## src/sv/crn_pkg.sv

```systemverilog
// ----------------------------------------------------------------------------
// crn_pkg
// shared types, register defaults and result saturation for the
// cross-channel response normalizer
// ----------------------------------------------------------------------------
package crn_pkg;

    // fixed data format: signed q8.8 activations
    localparam int DataW = 16;
    localparam int CountW = 11;
    localparam int BiasW = 16;
    localparam int AlphaW = 24;
    localparam int CfgW = 24;
    localparam int CfgIdxW = 2;

    localparam int DefWindowSize = 5;
    localparam int DefMaxChannels = 1024;
    localparam int QueueDepth = 4;

    localparam logic [CountW-1:0] ResetChannelCount = 11'd64;
    localparam logic [BiasW-1:0] ResetBiasK = 16'd512;
    localparam logic [AlphaW-1:0] ResetAlphaGain = 24'd6711;

    typedef enum logic [CfgIdxW-1:0] {
        REG_CHANNEL_COUNT = 2'd0,
        REG_BIAS_K = 2'd1,
        REG_ALPHA_GAIN = 2'd2,
        REG_UNUSED = 2'd3
    } t_cfg_reg;

    typedef struct packed {
        logic full;
        logic empty;
    } t_q_status;

    // saturate a magnitude to q8.8 and apply the sign
    function automatic logic [DataW-1:0] sat_q(input logic neg, input logic [63:0] q);
        logic [63:0] qq;
        begin
            if (neg) begin
                qq = (q > 64'd32768) ? 64'd32768 : q;
                sat_q = 16'(64'd0 - qq);
            end else begin
                qq = (q > 64'd32767) ? 64'd32767 : q;
                sat_q = 16'(qq);
            end
        end
    endfunction

endpackage

```

## src/sv/crn_queue.sv

```systemverilog
// ----------------------------------------------------------------------------
// crn_queue
// small job queue between the classifying front end and the arithmetic back end
// ----------------------------------------------------------------------------
module crn_queue #(
    parameter int WIDTH = 52
) (
    input  logic               i_clk,
    input  logic               i_rst_n,
    input  logic               i_push,
    input  logic [WIDTH-1:0]   i_data,
    input  logic               i_pop,
    output logic [WIDTH-1:0]   o_data,
    output crn_pkg::t_q_status o_status
);
    import crn_pkg::*;

    localparam int PtrW = $clog2(QueueDepth);

    logic [WIDTH-1:0] r_mem [QueueDepth];
    logic [PtrW-1:0]  r_wr;
    logic [PtrW-1:0]  r_rd;
    logic [PtrW:0]    r_cnt;

    always_ff @(posedge i_clk) begin
        if (!i_rst_n) begin
            r_wr  <= '0;
            r_rd  <= '0;
            r_cnt <= '0;
        end else begin
            if (i_push) begin
                r_wr <= r_wr + 1'b1;
            end
            if (i_pop) begin
                r_rd <= r_rd + 1'b1;
            end
            r_cnt <= r_cnt + (PtrW+1)'(i_push) - (PtrW+1)'(i_pop);
        end
    end

    always_ff @(posedge i_clk) begin
        if (i_push) begin
            r_mem[r_wr] <= i_data;
        end
    end

    assign o_data         = r_mem[r_rd];
    assign o_status.full  = (r_cnt == (PtrW+1)'(QueueDepth));
    assign o_status.empty = (r_cnt == '0);

endmodule

```

## config.mk

```make
export PLATFORM = sky130hd
export DESIGN_NAME = crn_queue
export DESIGN_NICKNAME = d
export VERILOG_FILES = /design/src/sv/crn_pkg.sv /design/src/sv/crn_queue.sv
export SDC_FILE = /design/constraint.sdc
export NUM_CORES = 1
export LEC_CHECK = 0
export ABC_AREA = 1
export BUFFER_PORTS_ARGS = -buffer_cell sky130_fd_sc_hd__buf_2
export CAP_MARGIN = 10
export CORE_ASPECT_RATIO = 1.1
export CORE_UTILIZATION = 52
export DETAILED_ROUTE_END_ITERATION = 8
export MAX_ROUTING_LAYER = met4
export PLACE_DENSITY_LB_ADDON = 0.08
export REMOVE_ABC_BUFFERS = 1
export SYNTH_ARGS = -nofsm -noshare
export SYNTH_HDL_FRONTEND = slang
export SYNTH_SLANG_ARGS = --single-unit
```

## constraint.sdc

```tcl
create_clock -name i_clk -period 2.68 [get_ports i_clk]
set_input_delay 0 -clock i_clk [delete_from_list [all_inputs] [get_ports i_clk]]
set_output_delay 0 -clock i_clk [all_outputs]
set_load 0.02 [all_outputs]
```

==> flow_summary.toml <==
[floorplan]
die_area_um2 = 17800
die_h_um = 140
coreArea_um2 = 17000
fp.dieW_um = 127
io_pins = 110
rows = 50
start_util_pct = 53.0

[final_layout]
area_growth_pct = 21.9
final_layout_size_suffix_gt1_share_pct = 26.7
fin_util_pct = 64.5
fin_nets = 895
layout_common_cells = "edfxtp_1, inv_1, buf_2, nand2_1, a21oi_1"
diodes = 0
final_common_cell = "edfxtp_1"

[yosys]
synth_cells = 663
synth-edff-count = 208
synth-xor-area-share_pct = 0
yosysSeqAreaShare_pct = 71.6
syn-cell-area_um2 = 8980
yosys.area_share.adder_pct = 1.06
ys_warn_count = 0
synthArstFlopShare_pct = 0
synthFlopType = "edfxtp_1"
synth-compound-area-share_pct = 13.6
synth.distinct_cells = 19
avgSynthCellArea_um2 = 13.5
ys_seq_elements = 217
muxShareOfSynthArea_pct = 0
synth-simple-area-share_pct = 5.41
synth_top_family_by_area = "compound AO/OA/AOI/OAI gates"

[route]
vias = 5303
drt_iter0_drc = 356
drc_errors = 0
drtPass1Iterations = 5
via_per_inst = 4.90
wl_per_cell_um = 15.4
wl_um = 16600
ant_nets = 0

[placement]
dp_hpwl_um = 9850
gp_congestion = 0.765
post-place-ws_ns = 0.935
placement.io_buffers = 109

[status]
status = "complete, no violations"

[clock_tree]
path_clk_slew_ns = 0.06
clk_path_buf_depth = 3
htreeDepth = 1
cts.sinks = 217
insertion_delay_ns = 0.49
cts_root_buf = "clkbuf_16"
cts_buffers = 22
cts_tree = "done"

[critical_path]
end_kind = "output port"
ff2ff_path_depth = 5
cp.buffers_inverters = 2
crit_fanout = 71
max_stage_delay_ns = 0.74
start_kind = "flip-flop"
worst-endpoint-required_ns = 2.68
worst_path_max_delay_cell = "dfxtp_4"
r2r_slack_ns = 0.96
crit_arrival_ns = 2.18
worstReg2RegEnd = "r_mem[1][15]"
worstReg2RegStart = "r_wr[1]"
critical_path_class = "reg -> out"
cp_top_family = "flip-flops"
critical_path.cell_chain = "buf_12 -> a21oi_1 -> o21ai_0 -> nand2_1 -> buf_2"

[global_route]
grt_max_degree = 72
grt_pass1_vias = 5334
busiest_layer = "met2"
grt_util_all_layers_pct = 19.8
grt.met2_usage_pct = 34.3
use_met1_pct = 24.1
grt_pass1_wl_um = 26700
grt-ovfl-total = 0
grt_use_met3_pct = 2.92
antenna_found_initial = 0

[timing]
skew_ns = 0.00584
layout_setup_ws_ns = 0.498
hold_violations = 0
rsz0062_at_grt = "no"
slew_headroom_pct = 58.1
setup_viol = 0
finalCritPeriodShare_pct = 81.4
tightestPinTransition_ns = 0.628
fmax_ghz = 0.458
slew_violations = 0
fin_crit_ns = 2.18

[min_path]
hold_class = "in -> reg"
hold_depth = 2
worstHoldStart = "i_data[21]"
holdPathEnd = "r_mem[3][21]"

[pwr]
peakVddDrop_v = 0.000490
powerDensity_nw_per_um2 = 701
cellLeakagePower_uw = 0.00428

[run]
drv_cap = 0
[sequential cells by signal (all words and copies together), names as in the netlist, named ones only]
signal / flops
r_rd: 2
r_mem: 208
r_wr: 2
r_cnt: 3
[timing repair]
action / CTS / global route
hold buffers: 56 / 0
resized for setup: 0 / 0
buffers inserted: 0 / 0
endpoints found under the hold margin: 217 / 0
[synthesized netlist by cell type, types with 3 or more instances]
cell,instances,area [um2]
nand2_2,16,100
buf_4,5,37.5
o211ai_2,52,651
dfxtp_1,9,180
nand2_1,98,368
o21ai_0,54,270
buf_6,16,180
buf_2,10,50.1
clkbuf_1,3,11.3
inv_1,120,450
ha_1,6,75.1
a21oi_1,58,290
edfxtp_1,208,6250
[layer usage]
layer / vias to the layer above / routed length [um]
met1: 2523 / 7150
met5: - / 0
li1: 2634 / -
met3: 21 / 679
met4: 0 / 246
met2: 125 / 8570
[logic make-up (layout without fill, tap and decap cells)]
family                     count (synthesis)  after routing
AOI/OAI and AO/OA                        166            166
adders and majority gates                  7              7
buffers and inverters                    155            340
DFF                                      217            217
and+or+nand+nor                          118            118
[metrics by stage]
stage               instances  cell area [um2]  hold WS (ns)  setup TNS (ns)  total power (uW)
global placement          986             9710         0.212               0              4830
floorplan                 628             8680        0.0919         -126.72              4540
global route             1082            10900         0.249               0              7970
finish                   1082            10900         0.263               0              7670
detailed placement        986             9710         0.217               0              4860
CTS                      1082            10900         0.236               0              7740
[worst max-delay path by stage]
stage / from / endpoint / depth (start not counted)
6_report: flip-flop / o_data[28] / 5
5_1_grt: flip-flop / o_data[4] / 5
4_1_cts: flip-flop / o_data[31] / 5
3_5_place_dp: r_wr[1] / r_mem[1][10] / 5
3_3_place_gp: r_wr[1] / r_mem[1][10] / 5
2_1_floorplan: flip-flop / o_data[0] / 2
[where the power goes]
part           internal (uW)  leakage [uW]  total, uW  switching (uW)
sequential              3880       0.00199       3950            73.6
combinational            319       0.00198        897             578
clock                   1640      0.000317       2820            1180
[final cells by class]
class	count	area, um2
clock buffers	35	641
well taps	234	293
clock inverters	5	27.5
repair buffers	180	1290
inverters	120	450
fillers	1258	6010
multi-input cells	291	1800
flip-flops and latches	217	6430
Power figures use the tool's default switching activity.
