**src/sv/crn_pkg.sv**
```systemverilog
// ----------------------------------------------------------------------------
// crn_pkg
// shared types, register defaults and result saturation for the
// cross-channel response normalizer
// ----------------------------------------------------------------------------
package crn_pkg;

    // fixed data format: signed q8.8 activations
    localparam int DataW = 16;
    localparam int CountW = 11;
    localparam int BiasW = 16;
    localparam int AlphaW = 24;
    localparam int CfgW = 24;
    localparam int CfgIdxW = 2;

    localparam int DefWindowSize = 5;
    localparam int DefMaxChannels = 1024;
    localparam int QueueDepth = 4;

    localparam logic [CountW-1:0] ResetChannelCount = 11'd64;
    localparam logic [BiasW-1:0] ResetBiasK = 16'd512;
    localparam logic [AlphaW-1:0] ResetAlphaGain = 24'd6711;

    typedef enum logic [CfgIdxW-1:0] {
        REG_CHANNEL_COUNT = 2'd0,
        REG_BIAS_K = 2'd1,
        REG_ALPHA_GAIN = 2'd2,
        REG_UNUSED = 2'd3
    } t_cfg_reg;

    typedef struct packed {
        logic full;
        logic empty;
    } t_q_status;

    // saturate a magnitude to q8.8 and apply the sign
    function automatic logic [DataW-1:0] sat_q(input logic neg, input logic [63:0] q);
        logic [63:0] qq;
        begin
            if (neg) begin
                qq = (q > 64'd32768) ? 64'd32768 : q;
                sat_q = 16'(64'd0 - qq);
            end else begin
                qq = (q > 64'd32767) ? 64'd32767 : q;
                sat_q = 16'(qq);
            end
        end
    endfunction

endpackage

```
**src/sv/crn_front.sv**
```systemverilog
// ----------------------------------------------------------------------------
// crn_front
// accepts activations, keeps the channel window and issues one job per
// channel that becomes due
// ----------------------------------------------------------------------------
module crn_front #(
    parameter int WINDOW_SIZE  = 5,
    parameter int MAX_CHANNELS = 1024,
    parameter int S_W          = 34
) (
    input  logic                          i_clk,
    input  logic                          i_rst_n,
    input  logic                          i_valid,
    output logic                          o_ready,
    input  logic signed [crn_pkg::DataW-1:0] i_activation,
    input  logic [crn_pkg::CountW-1:0]    i_channel_count,
    input  crn_pkg::t_q_status            i_q_status,
    output logic                          o_push,
    output logic signed [crn_pkg::DataW-1:0] o_job_x,
    output logic [S_W-1:0]                o_job_s,
    output logic                          o_job_last
);
    import crn_pkg::*;

    localparam int Half = WINDOW_SIZE / 2;
    localparam int Span = 2 * Half + 1;
    localparam int AgeW = (Span > 1) ? $clog2(Span) : 1;
    localparam int IdxW = (MAX_CHANNELS > 1) ? $clog2(MAX_CHANNELS) : 1;
    localparam int CmpW = ($clog2(MAX_CHANNELS + 1) > CountW) ?
                          $clog2(MAX_CHANNELS + 1) : CountW;
    localparam int SqW = 2 * DataW - 1;

    typedef enum logic {F_IDLE, F_GEN} t_fstate;

    t_fstate                 r_state;
    logic [IdxW-1:0]         r_idx;
    logic [IdxW-1:0]         r_c;
    logic                    r_last;
    logic [AgeW-1:0]         r_d;
    logic [AgeW-1:0]         r_dend;
    logic signed [DataW-1:0] r_win [Span];
    logic [SqW-1:0]          r_sq [Span];

    logic [CmpW-1:0]         cnt_eff;
    logic [CmpW-1:0]         cc_ext;
    logic                    is_last;
    logic                    accept;
    logic [S_W-1:0]          sum;
    logic signed [2*DataW-1:0] sq_full;

    assign o_ready = (r_state == F_IDLE);
    assign accept  = i_valid && o_ready;
    assign sq_full = i_activation * i_activation;

    // effective channel count, zero read as one, clamped to the maximum
    always_comb begin
        cc_ext = CmpW'(i_channel_count);
        priority if (cc_ext == '0) begin
            cnt_eff = CmpW'(1);
        end else if (cc_ext > CmpW'(MAX_CHANNELS)) begin
            cnt_eff = CmpW'(MAX_CHANNELS);
        end else begin
            cnt_eff = cc_ext;
        end
        is_last = (CmpW'(r_idx) >= cnt_eff - 1'b1);
    end

    // windowed sum of squares for the channel at age r_d
    always_comb begin
        int d;
        d   = int'(r_d);
        sum = '0;
        for (int a = 0; a < Span; a++) begin
            if ((a + Half >= d) && (a <= d + Half) && (a <= int'(r_c))) begin
                sum = sum + S_W'(r_sq[a]);
            end
        end
    end

    assign o_push     = (r_state == F_GEN) && !i_q_status.full;
    assign o_job_x    = r_win[r_d];
    assign o_job_s    = sum;
    assign o_job_last = r_last && (r_d == '0);

    always_ff @(posedge i_clk) begin
        if (!i_rst_n) begin
            r_state <= F_IDLE;
            r_idx   <= '0;
            r_c     <= '0;
            r_last  <= 1'b0;
            r_d     <= '0;
            r_dend  <= '0;
        end else begin
            unique case (r_state)
                F_IDLE: begin
                    if (accept) begin
                        r_c    <= r_idx;
                        r_last <= is_last;
                        r_idx  <= is_last ? '0 : r_idx + 1'b1;
                        if (is_last) begin
                            r_d     <= (int'(r_idx) >= Half) ? AgeW'(Half) : AgeW'(r_idx);
                            r_dend  <= '0;
                            r_state <= F_GEN;
                        end else if (int'(r_idx) >= Half) begin
                            r_d     <= AgeW'(Half);
                            r_dend  <= AgeW'(Half);
                            r_state <= F_GEN;
                        end
                    end
                end
                F_GEN: begin
                    if (o_push) begin
                        if (r_d == r_dend) begin
                            r_state <= F_IDLE;
                        end else begin
                            r_d <= r_d - 1'b1;
                        end
                    end
                end
                default: r_state <= F_IDLE;
            endcase
        end
    end

    // window of values and their squares, newest at age zero
    always_ff @(posedge i_clk) begin
        if (accept) begin
            r_win[0] <= i_activation;
            r_sq[0]  <= SqW'(sq_full);
            for (int k = 1; k < Span; k++) begin
                r_win[k] <= r_win[k-1];
                r_sq[k]  <= r_sq[k-1];
            end
        end
    end

endmodule

```
**config.mk**
```make
export PLATFORM = sky130hd
export DESIGN_NAME = crn_front
export DESIGN_NICKNAME = d
export VERILOG_FILES = /design/src/sv/crn_pkg.sv /design/src/sv/crn_front.sv
export SDC_FILE = /design/constraint.sdc
export NUM_CORES = 1
export LEC_CHECK = 0
export ABC_AREA = 0
export BUFFER_PORTS_ARGS = -buffer_cell sky130_fd_sc_hd__clkbuf_2
export CAP_MARGIN = 40
export CORE_MARGIN = 5
export CORE_UTILIZATION = 59
export DETAILED_ROUTE_END_ITERATION = 10
export PLACE_DENSITY_LB_ADDON = 0.08
export SLEW_MARGIN = 10
export SYNTH_ARGS = -nofsm -noshare
export SYNTH_HDL_FRONTEND = slang
export SYNTH_SLANG_ARGS = --single-unit
```
**constraint.sdc**
```tcl
create_clock -name i_clk -period 27.9 [get_ports i_clk]
set_input_delay 1.395 -clock i_clk [delete_from_list [all_inputs] [get_ports i_clk]]
set_output_delay 1.395 -clock i_clk [all_outputs]
set_load 0.05 [all_outputs]
```
==> results.yml, run 1 <==
global_route:
  grt_pass1_vias: 19030
  grt_pass1_wl_mm: 95.37
  grt_overflow: 0
  grt_usage_pct: 24.16
  antenna_found_initial: 0
  grt_max_degree: 113
placed_design:
  hpwl_mm: 45.21
  post-place-ws_ns: 15.76
  place_congestion: 0.8889
  portBuffers: 83
timing:
  finalCriticalPeriod_ns: 12.82
  period_share_pct: 45.95
  finalHoldViolCount: 0
  worst_pin_slew_ns: 0.9204
  fmax_mhz: 78.00
  tns_ns: 0
  rsz0062_at_grt: "false"
  max_slew_margin_pct: 38.13
  finClkSkew_ns: 0.01043
  drv_slew: 0
  setup_slack_ns: 15.08
  setup_viol: 0
min_path:
  min-delay-start: "r_win[1][6]"
  hp-class: "reg2reg"
synthesis:
  syn-instance-count: 2593
  synthSimpleGateAreaFrac_pct: 12.28
  yosysSeqAreaShare_pct: 28.56
  synth_area_sq_um: 25690
  synth_ff_type: "edfxtp_1"
  synthXorXnorAreaFrac_pct: 5.727
  synth_adder_area_share_pct: 29.04
  syn_avg_cell_area_sq_um: 9.908
  yosysUniqueCellTypes: 98
  synth-seq-cells: 254
  synthMuxAreaShare_pct: 3.487
  synthArstFlopShare_pct: 0
  synth-edff-count: 225
  yosysWarningCount: 0
  synth_nets: 3080
  synth_top_family_by_area: "adder cells"
  synth_compound_area_share_pct: 14.60
final_layout:
  final_nets: 3131
  final_common_cell: "inv_1"
  syn_to_final_growth_pct: 7.393
  final_cell_mix: "343 x inv_1, 237 x nand2_1, 233 x fa_1"
  num_antenna_cells: 0
  drive_above_1_share_pct: 9.234
status:
  status: "finished, final reports clean"
critical_path:
  startpoint_type: "flip-flop"
  worstPathRequired_ns: 26.50
  path_class: "reg2out"
  cp-end-kind: "output port"
  crit_slowest_cell: "dfxtp_1"
  worstPathMaxFanout: 29
  crit_start: "r_d[2]"
  worstReg2RegStart: "r_state"
  cp_data_arrival_time_ns: 11.43
  slowest_delay_ns: 0.89
clock_network:
  cts_buffers: 27
  cts_tree: "done"
  cts_setup_buffers: 0
  clkTransAtPathRegs_ns: 0.06
  ctsRootBufferMaster: "clkbuf_16"
  clockBufferDepth: 3
  ctsHoldBuffers: 0
  clk_latency_ns: 0.53
  cts_sinks: 254
  cts_htree_levels: 1
  cts_resized: 0
die:
  rows: 76
  io_pins: 85
  core_sq_um: 43080
  start_util_pct: 59.64
  die_y_um: 218.7
  fp.dieArea_sq_um: 47820
  die_x_um: 218.7
flow_run:
  maxCapViolCount: 0
routing:
  drt-total-wl_mm: 57.04
  route.detailed.drc: 0
  dr.pass1.iters: 6
  wire_per_inst_um: 17.56
  vias: 18630
  ant_nets: 0
  via_per_inst: 5.735
  drt_iter0_drc: 1124
worst max-delay path, delay by kind of cell (launching register included):
family          cells  cell delay, ns
flops               1            0.89
xor+xnor            4            0.63
fa+ha+maj           4            1.40
compound gates     17            4.66
simple gates       15            2.46
buf+inv             3            0.84
registers in the layout, summed over array words and instances, names as in the netlist, named ones only:
name	count
r_dend	1
r_last	1
r_state	1
r_c	10
r_win	75
r_d	3
r_sq	150
r_idx	10
worst paths after layout:
check	to	depth (start not counted)	slack, ns
hold / removal	r_win[2][6]	0	0.44
setup reg to reg	r_idx[9]	10	24.29
hold reg to reg	r_win[2][6]	0	0.44
setup / recovery	o_job_s[31]	43	15.08
area by class of cell:
class,count,area [sq um]
clock buffer,29,683.2
clock inverter,20,180.2
fill,3528,15480
inverter,345,1303
multi-input combinational,1915,16760
sequential,254,7337
tap,585,732.0
timing repair buffer,101,596.8
per-layer routing:
| metal | routed length (um) | share of wire (%) | vias up | GRT usage [%] |
|---|---|---|---|---|
| li1 | - | - | 9066 | - |
| met1 | 26000 | 46 | 8985 | 33.70 |
| met2 | 27200 | 48 | 491 | 41.48 |
| met3 | 2687 | 4.7 | 92 | 2.327 |
| met4 | 1161 | 2.0 | 0 | 5.254 |
| met5 | 0 | 0 | - | 0 |
synth_stat cells (all sizes together), types with 29 or more instances:
| library cell | count | area [sq um] |
|---|---|---|
| a21oi | 137 | 685.7 |
| fa | 233 | 4664 |
| edfxtp | 225 | 6756 |
| nor2 | 168 | 633.1 |
| nand2 | 237 | 889.6 |
| dfxtp | 29 | 580.6 |
| and2 | 65 | 406.6 |
| nand3 | 31 | 155.2 |
| o21ai | 108 | 548.0 |
| xnor2 | 121 | 1060 |
| ha | 222 | 2778 |
| clkbuf | 67 | 259.0 |
| mux2 | 44 | 495.5 |
| a21o | 69 | 520.5 |
| inv | 344 | 1291 |
| xor2 | 47 | 411.6 |
| and3 | 45 | 284.0 |
| a31oi | 35 | 219.0 |
logic make-up (layout without fill, tap and decap cells):
family / after synthesis / count (layout)
buffers and inverters: 424 / 495
AND/OR/NAND/NOR: 667 / 667
XOR/XNOR: 168 / 168
AO/OA/AOI/OAI: 558 / 558
flip-flops: 254 / 254
other: 1 / 1
multiplexers: 64 / 64
adder cells (fa/ha/maj): 457 / 457
metrics by stage:
| step | hold WS [ns] | cells | util, % | instance area, sq um |
|---|---|---|---|---|
| after floorplan | 0.4180 | 2593 | - | 25690 |
| final | 0.4423 | 3249 | 64.05 | 27590 |
| after global placement | 0.4262 | 3192 | 61.80 | 26620 |
| after global routing | 0.4533 | 3249 | 64.05 | 27590 |
| after detailed placement | 0.4307 | 3200 | 62.05 | 26730 |
| after CTS | 0.4430 | 3249 | 64.05 | 27590 |
Power of run 1 is not shown: default switching activity piles up to over one toggle a cycle in this logic, so the estimate is an artifact.
==> run 2, diff against run 1 <==
--- a/config.mk
+++ b/config.mk
@@ -5,7 +5,7 @@
 export SDC_FILE = /design/constraint.sdc
 export NUM_CORES = 1
 export LEC_CHECK = 0
-export ABC_AREA = 0
+export ABC_AREA = 1
 export BUFFER_PORTS_ARGS = -buffer_cell sky130_fd_sc_hd__clkbuf_2
 export CAP_MARGIN = 40
 export CORE_MARGIN = 5
==> constraint.sdc (replaced) <==
create_clock -name i_clk -period 10.25 [get_ports i_clk]
set_input_delay 0.5125 -clock i_clk [delete_from_list [all_inputs] [get_ports i_clk]]
set_output_delay 0.5125 -clock i_clk [all_outputs]
set_load 0.05 [all_outputs]
==> results.yml, run 2 <==
final_layout:
  drive_above_1_share_pct: 6.095
  final_nets: 4009
  reg.largest.list: "r_sq (150), r_win (75)"
  syn_to_final_growth_pct: 7.643
  final_cell_mix: "779 x nand2_1, 664 x inv_1, 292 x nor2_1"
  top_register: "r_sq"
  final_common_cell: "nand2_1"
  num_antenna_cells: 0
  largest_reg_flops: 150
clock_network:
  clockBufferDepth: 3
  cts_tree: "done"
  clk_latency_ns: 0.58
  clkTransAtPathRegs_ns: 0.06
  cts_buffers: 29
  cts_htree_levels: 1
  cts_sinks: 254
  ctsRootBufferMaster: "clkbuf_16"
timing:
  finalCriticalPeriod_ns: 9.577
  rsz0062_at_grt: "false"
  fmax_mhz: 104.4
  max_slew_margin_pct: 44.54
  worst_pin_slew_ns: 0.8307
  tns_ns: 0
  finClkSkew_ns: 0.01106
  drv_slew: 0
  setup_viol: 0
  finalHoldViolCount: 0
  period_share_pct: 93.44
synthesis:
  synth_area_sq_um: 27300
  synth-edff-count: 225
  synth-seq-cells: 254
  synth_top_area_cell: "edfxtp_1"
  yosysUniqueCellTypes: 55
  synth.most_common_cell: "nand2_1"
  yosysWarningCount: 0
  synth_nets: 3949
  syn-instance-count: 3462
  synth_ff_type: "edfxtp_1"
  synthTopCellsByCount: "783 x nand2_1, 665 x inv_1, 293 x nor2_1, 233 x fa_1, 225 x edfxtp_1"
  yosys.area.top_type_share_pct: 24.74
  syn_avg_cell_area_sq_um: 7.887
  synth_area_leaders: "edfxtp_1 25%, fa_1 17%, nand2_1 11%"
  synthArstFlopShare_pct: 0
  yosysSeqAreaShare_pct: 26.87
placed_design:
  place_congestion: 0.9796
  portBuffers: 83
  hpwl_mm: 56.99
global_route:
  grt_overflow: 0
  grt_max_degree: 121
  antenna_found_initial: 0
  grt_pass1_wl_mm: 115.4
  grt_usage_pct: 27.84
  grt_pass1_vias: 23270
routing:
  via_per_inst: 5.496
  route.detailed.drc: 0
  drt-total-wl_mm: 70.48
  dr.pass1.iters: 7
  ant_nets: 0
  vias: 22770
  wire_per_inst_um: 17.01
  drt_iter0_drc: 1473
critical_path:
  crit_top_cell: "nand2_1"
  slowest_delay_ns: 0.57
  path_class: "reg2out"
  worstPathRequired_ns: 9.74
  crit_slowest_cell: "o21ai_0"
  startpoint_type: "flip-flop"
  cp-end-kind: "output port"
  worstPathMaxFanout: 6
  cp_data_arrival_time_ns: 9.06
die:
  start_util_pct: 59.91
  die_y_um: 225.1
  fp.dieArea_sq_um: 50680
  io_pins: 85
  core_sq_um: 45580
  die_x_um: 225.1
  rows: 78
status:
  status: "finished, final reports clean"
flow_run:
  maxCapViolCount: 0
min_path:
  hp-class: "in2reg"
## run 2: cell count changes after synthesis, sizes merged, moves of 52 or more
cell | before | now
nand2 | 237 | 794
inv | 344 | 672
nor2 | 168 | 297
nand3 | 31 | 154
a21oi | 137 | 216
o21ai | 108 | 170
xnor2 | 121 | 65
a21o | 69 | 17
and2 | 65 | 13
## run 2: cell type report
type                       count  area (sq um)
timing repair buffer         101         616.8
inverter                     675          2541
clock inverter                16         183.9
fill                        3901         16180
tap                          600         750.7
clock buffer                  37         755.7
sequential                   254          7338
multi-input combinational   2461         17210
## run 2: kinds of logic (layout without fill, tap and decap cells)
group | count (synthesis) | in the layout | synth area share [%]
muxes | 1 | 1 | 0.03666
buffers and inverters | 747 | 829 | 10.36
adders and majority gates | 455 | 455 | 27.26
DFF | 254 | 254 | 26.87
AOI/OAI and AO/OA | 503 | 503 | 10.26
and+or+nand+nor | 1375 | 1375 | 21.16
xor gates and xnor gates | 126 | 126 | 4.042
other | 1 | 1 | 0.01373
## run 2: repair_timing
action | CTS | global route
setup buffers | 0 | 2
resized for setup | 0 | 23
hold buffers | 0 | 0
setup endpoints to repair | 0 | 16
## run 2: final timing paths
path | start | end | slack (ns) | cells past startpoint
min | i_rst_n | r_c[7] | 0.31 | 3
min reg2reg | r_win[3][1] | r_win[4][1] | 0.44 | 0
max reg2reg | r_state | r_win[0][6] | 6.98 | 6
max | r_d[0] | o_job_s[32] | 0.67 | 53
## run 2: critical path: cells and delay by family, from the launching register on
kind / cells / cell delay, ns
buf+inv: 8 / 0.85
compound gates: 10 / 2.06
flops: 1 / 0.40
xor+xnor: 2 / 0.31
simple gates: 28 / 3.12
fa+ha+maj: 5 / 1.69
## run 2: layer usage
metal / up-vias / global-route usage (%) / routed length [um]
li1: 11210 / - / -
met1: 10730 / 35.77 / 29650
met2: 677 / 49.66 / 34750
met3: 162 / 2.423 / 3346
met4: 0 / 9.684 / 2741
met5: - / 0 / 0
## run 2: per-stage QoR
step	std cells	hold slack (ns)	util (%)	setup WS, ns	cell area [sq um]
after floorplan	3462	0.4207	-	2.187	27300
after detailed placement	4088	0.4279	62.24	0.7094	28370
final	4144	0.3059	64.49	0.6728	29390
after global placement	4085	0.4224	62.06	0.8701	28290
after global routing	4144	0.3357	64.49	0.01531	29390
after CTS	4141	0.2853	64.31	0.01670	29310
Power of run 2 is left out for the same reason.
==> run 3, diff against run 2 <==
--- a/config.mk
+++ b/config.mk
@@ -5,11 +5,10 @@
 export SDC_FILE = /design/constraint.sdc
 export NUM_CORES = 1
 export LEC_CHECK = 0
-export ABC_AREA = 1
 export BUFFER_PORTS_ARGS = -buffer_cell sky130_fd_sc_hd__clkbuf_2
 export CAP_MARGIN = 40
 export CORE_MARGIN = 5
-export CORE_UTILIZATION = 59
+export CORE_UTILIZATION = 48
 export DETAILED_ROUTE_END_ITERATION = 10
 export PLACE_DENSITY_LB_ADDON = 0.08
 export SLEW_MARGIN = 10
==> results.yml, run 3 (synthesized netlist as in run 1, its figures left out) <==
timing:
  tns_ns: 0
  worst_pin_slew_ns: 0.8771
  setup_viol: 0
  finalHoldViolCount: 0
  finClkSkew_ns: 0.01149
  max_slew_margin_pct: 41.53
  fmax_mhz: 99.92
  finalCriticalPeriod_ns: 10.01
  rsz0062_at_grt: "true"
  period_share_pct: 97.64
  drv_slew: 0
routing:
  wire_per_inst_um: 17.57
  drt-total-wl_mm: 59.87
  vias: 18750
  dr.pass1.iters: 6
  via_per_inst: 5.503
  ant_nets: 0
  route.detailed.drc: 0
  drt_iter0_drc: 1151
critical_path:
  reg2reg_depth: 10
  cp_data_arrival_time_ns: 9.50
  reg2reg_slack_ns: 6.66
  worstPathMaxFanout: 6
  crit_slowest_cell: "a2111o_1"
  path_class: "reg2out"
  slowest_delay_ns: 0.47
  startpoint_type: "flip-flop"
  worstReg2RegStart: "r_state"
  crit_end: "o_job_s[31]"
  worstPathRequired_ns: 9.74
  worstReg2RegEnd: "r_idx[9]"
  crit_start: "r_d[0]"
  cp-end-kind: "output port"
clock_network:
  clk_latency_ns: 0.55
  clockBufferDepth: 3
  cts_htree_levels: 1
  cts_sinks: 254
  cts_buffers: 28
  clkTransAtPathRegs_ns: 0.06
  cts_tree: "done"
  ctsHoldBuffers: 0
  ctsRootBufferMaster: "clkbuf_16"
final_layout:
  syn_to_final_growth_pct: 12.67
  top_register: "r_sq"
  final_cell_mix: "342 x inv_1, 233 x fa_1, 229 x nand2_1"
  largest_reg_flops: 150
  final_nets: 3186
  reg.largest.list: "r_sq (150), r_win (75)"
  drive_above_1_share_pct: 14.71
  final_common_cell: "inv_1"
  num_antenna_cells: 0
die:
  fp.dieArea_sq_um: 58250
  start_util_pct: 48.70
  die_x_um: 241.4
  die_y_um: 241.4
  rows: 84
  io_pins: 85
  core_sq_um: 52760
min_path:
  hp-class: "in2reg"
  hold_path_depth: 3
placed_design:
  hpwl_mm: 45.93
  place_congestion: 0.9003
  portBuffers: 83
flow_run:
  maxCapViolCount: 0
global_route:
  grt_max_degree: 103
  grt_pass1_wl_mm: 98.17
  grt_overflow: 0
  grt_usage_pct: 20.39
  antenna_found_initial: 0
  grt_pass1_vias: 19210
status:
  status: "finished, final reports clean"
==> run 3: routing by layer <==
layer	global-route usage, %	vias to the layer above	part of all wire [%]
met2	33.94	414	46
li1	-	9195	-
met5	0	-	0
met3	1.867	92	3.8
met4	4.856	0	2.2
met1	29.17	9052	48
==> run 3: how the worst min path moves through the flow <==
stage                         to  slack, ns          start
finish                   r_state       0.36  i_q_status[1]
global route             r_state       0.42  i_q_status[1]
CTS                      r_state       0.35  i_q_status[1]
detailed placement  r_win[3][10]       0.43   r_win[2][10]
global placement     r_win[2][5]       0.42    r_win[1][5]
floorplan            r_sq[0][34]       0.42     r_sq[0][3]
==> run 3: cell type report <==
class / count / area (sq um)
fill: 4675 / 23810
multi-input combinational: 1915 / 17360
sequential: 254 / 7338
inverter: 345 / 1303
timing repair buffer: 155 / 1096
tap: 688 / 860.8
clock buffer: 37 / 765.7
clock inverter: 14 / 224.0
==> run 3: repair_timing <==
item | 4_1_cts | 5_1_grt
buffers inserted | 7 | 27
resized for setup | 30 | 120
cloned | 0 | 0
setup endpoints to repair | 6 | 9
pin swaps | 8 | 64
==> run 3: worst max-delay path, delay by kind of cell, from the launching register on <==
kind | cells | cell delay (ns)
AO/OA/AOI/OAI | 18 | 3.62
XOR/XNOR | 5 | 0.82
adder cells (fa/ha/maj) | 6 | 1.75
buffers and inverters | 4 | 0.63
flip-flops | 1 | 0.33
multiplexers | 1 | 0.29
AND/OR/NAND/NOR | 9 | 1.51
==> run 3: through the flow <==
step	area (sq um)	hold WS (ns)	std cells	util, %	setup WS [ns]
floorplan	25690	0.4180	2593	-	0.4065
global placement	27030	0.4240	3320	51.23	0.1105
detailed placement	27070	0.4293	3323	51.32	0.04407
CTS	28200	0.3479	3381	53.44	-0.005087
global route	28950	0.4160	3408	54.86	-0.1633
finish	28950	0.3644	3408	54.86	0.2418
Power of run 3 is left out for the same reason.
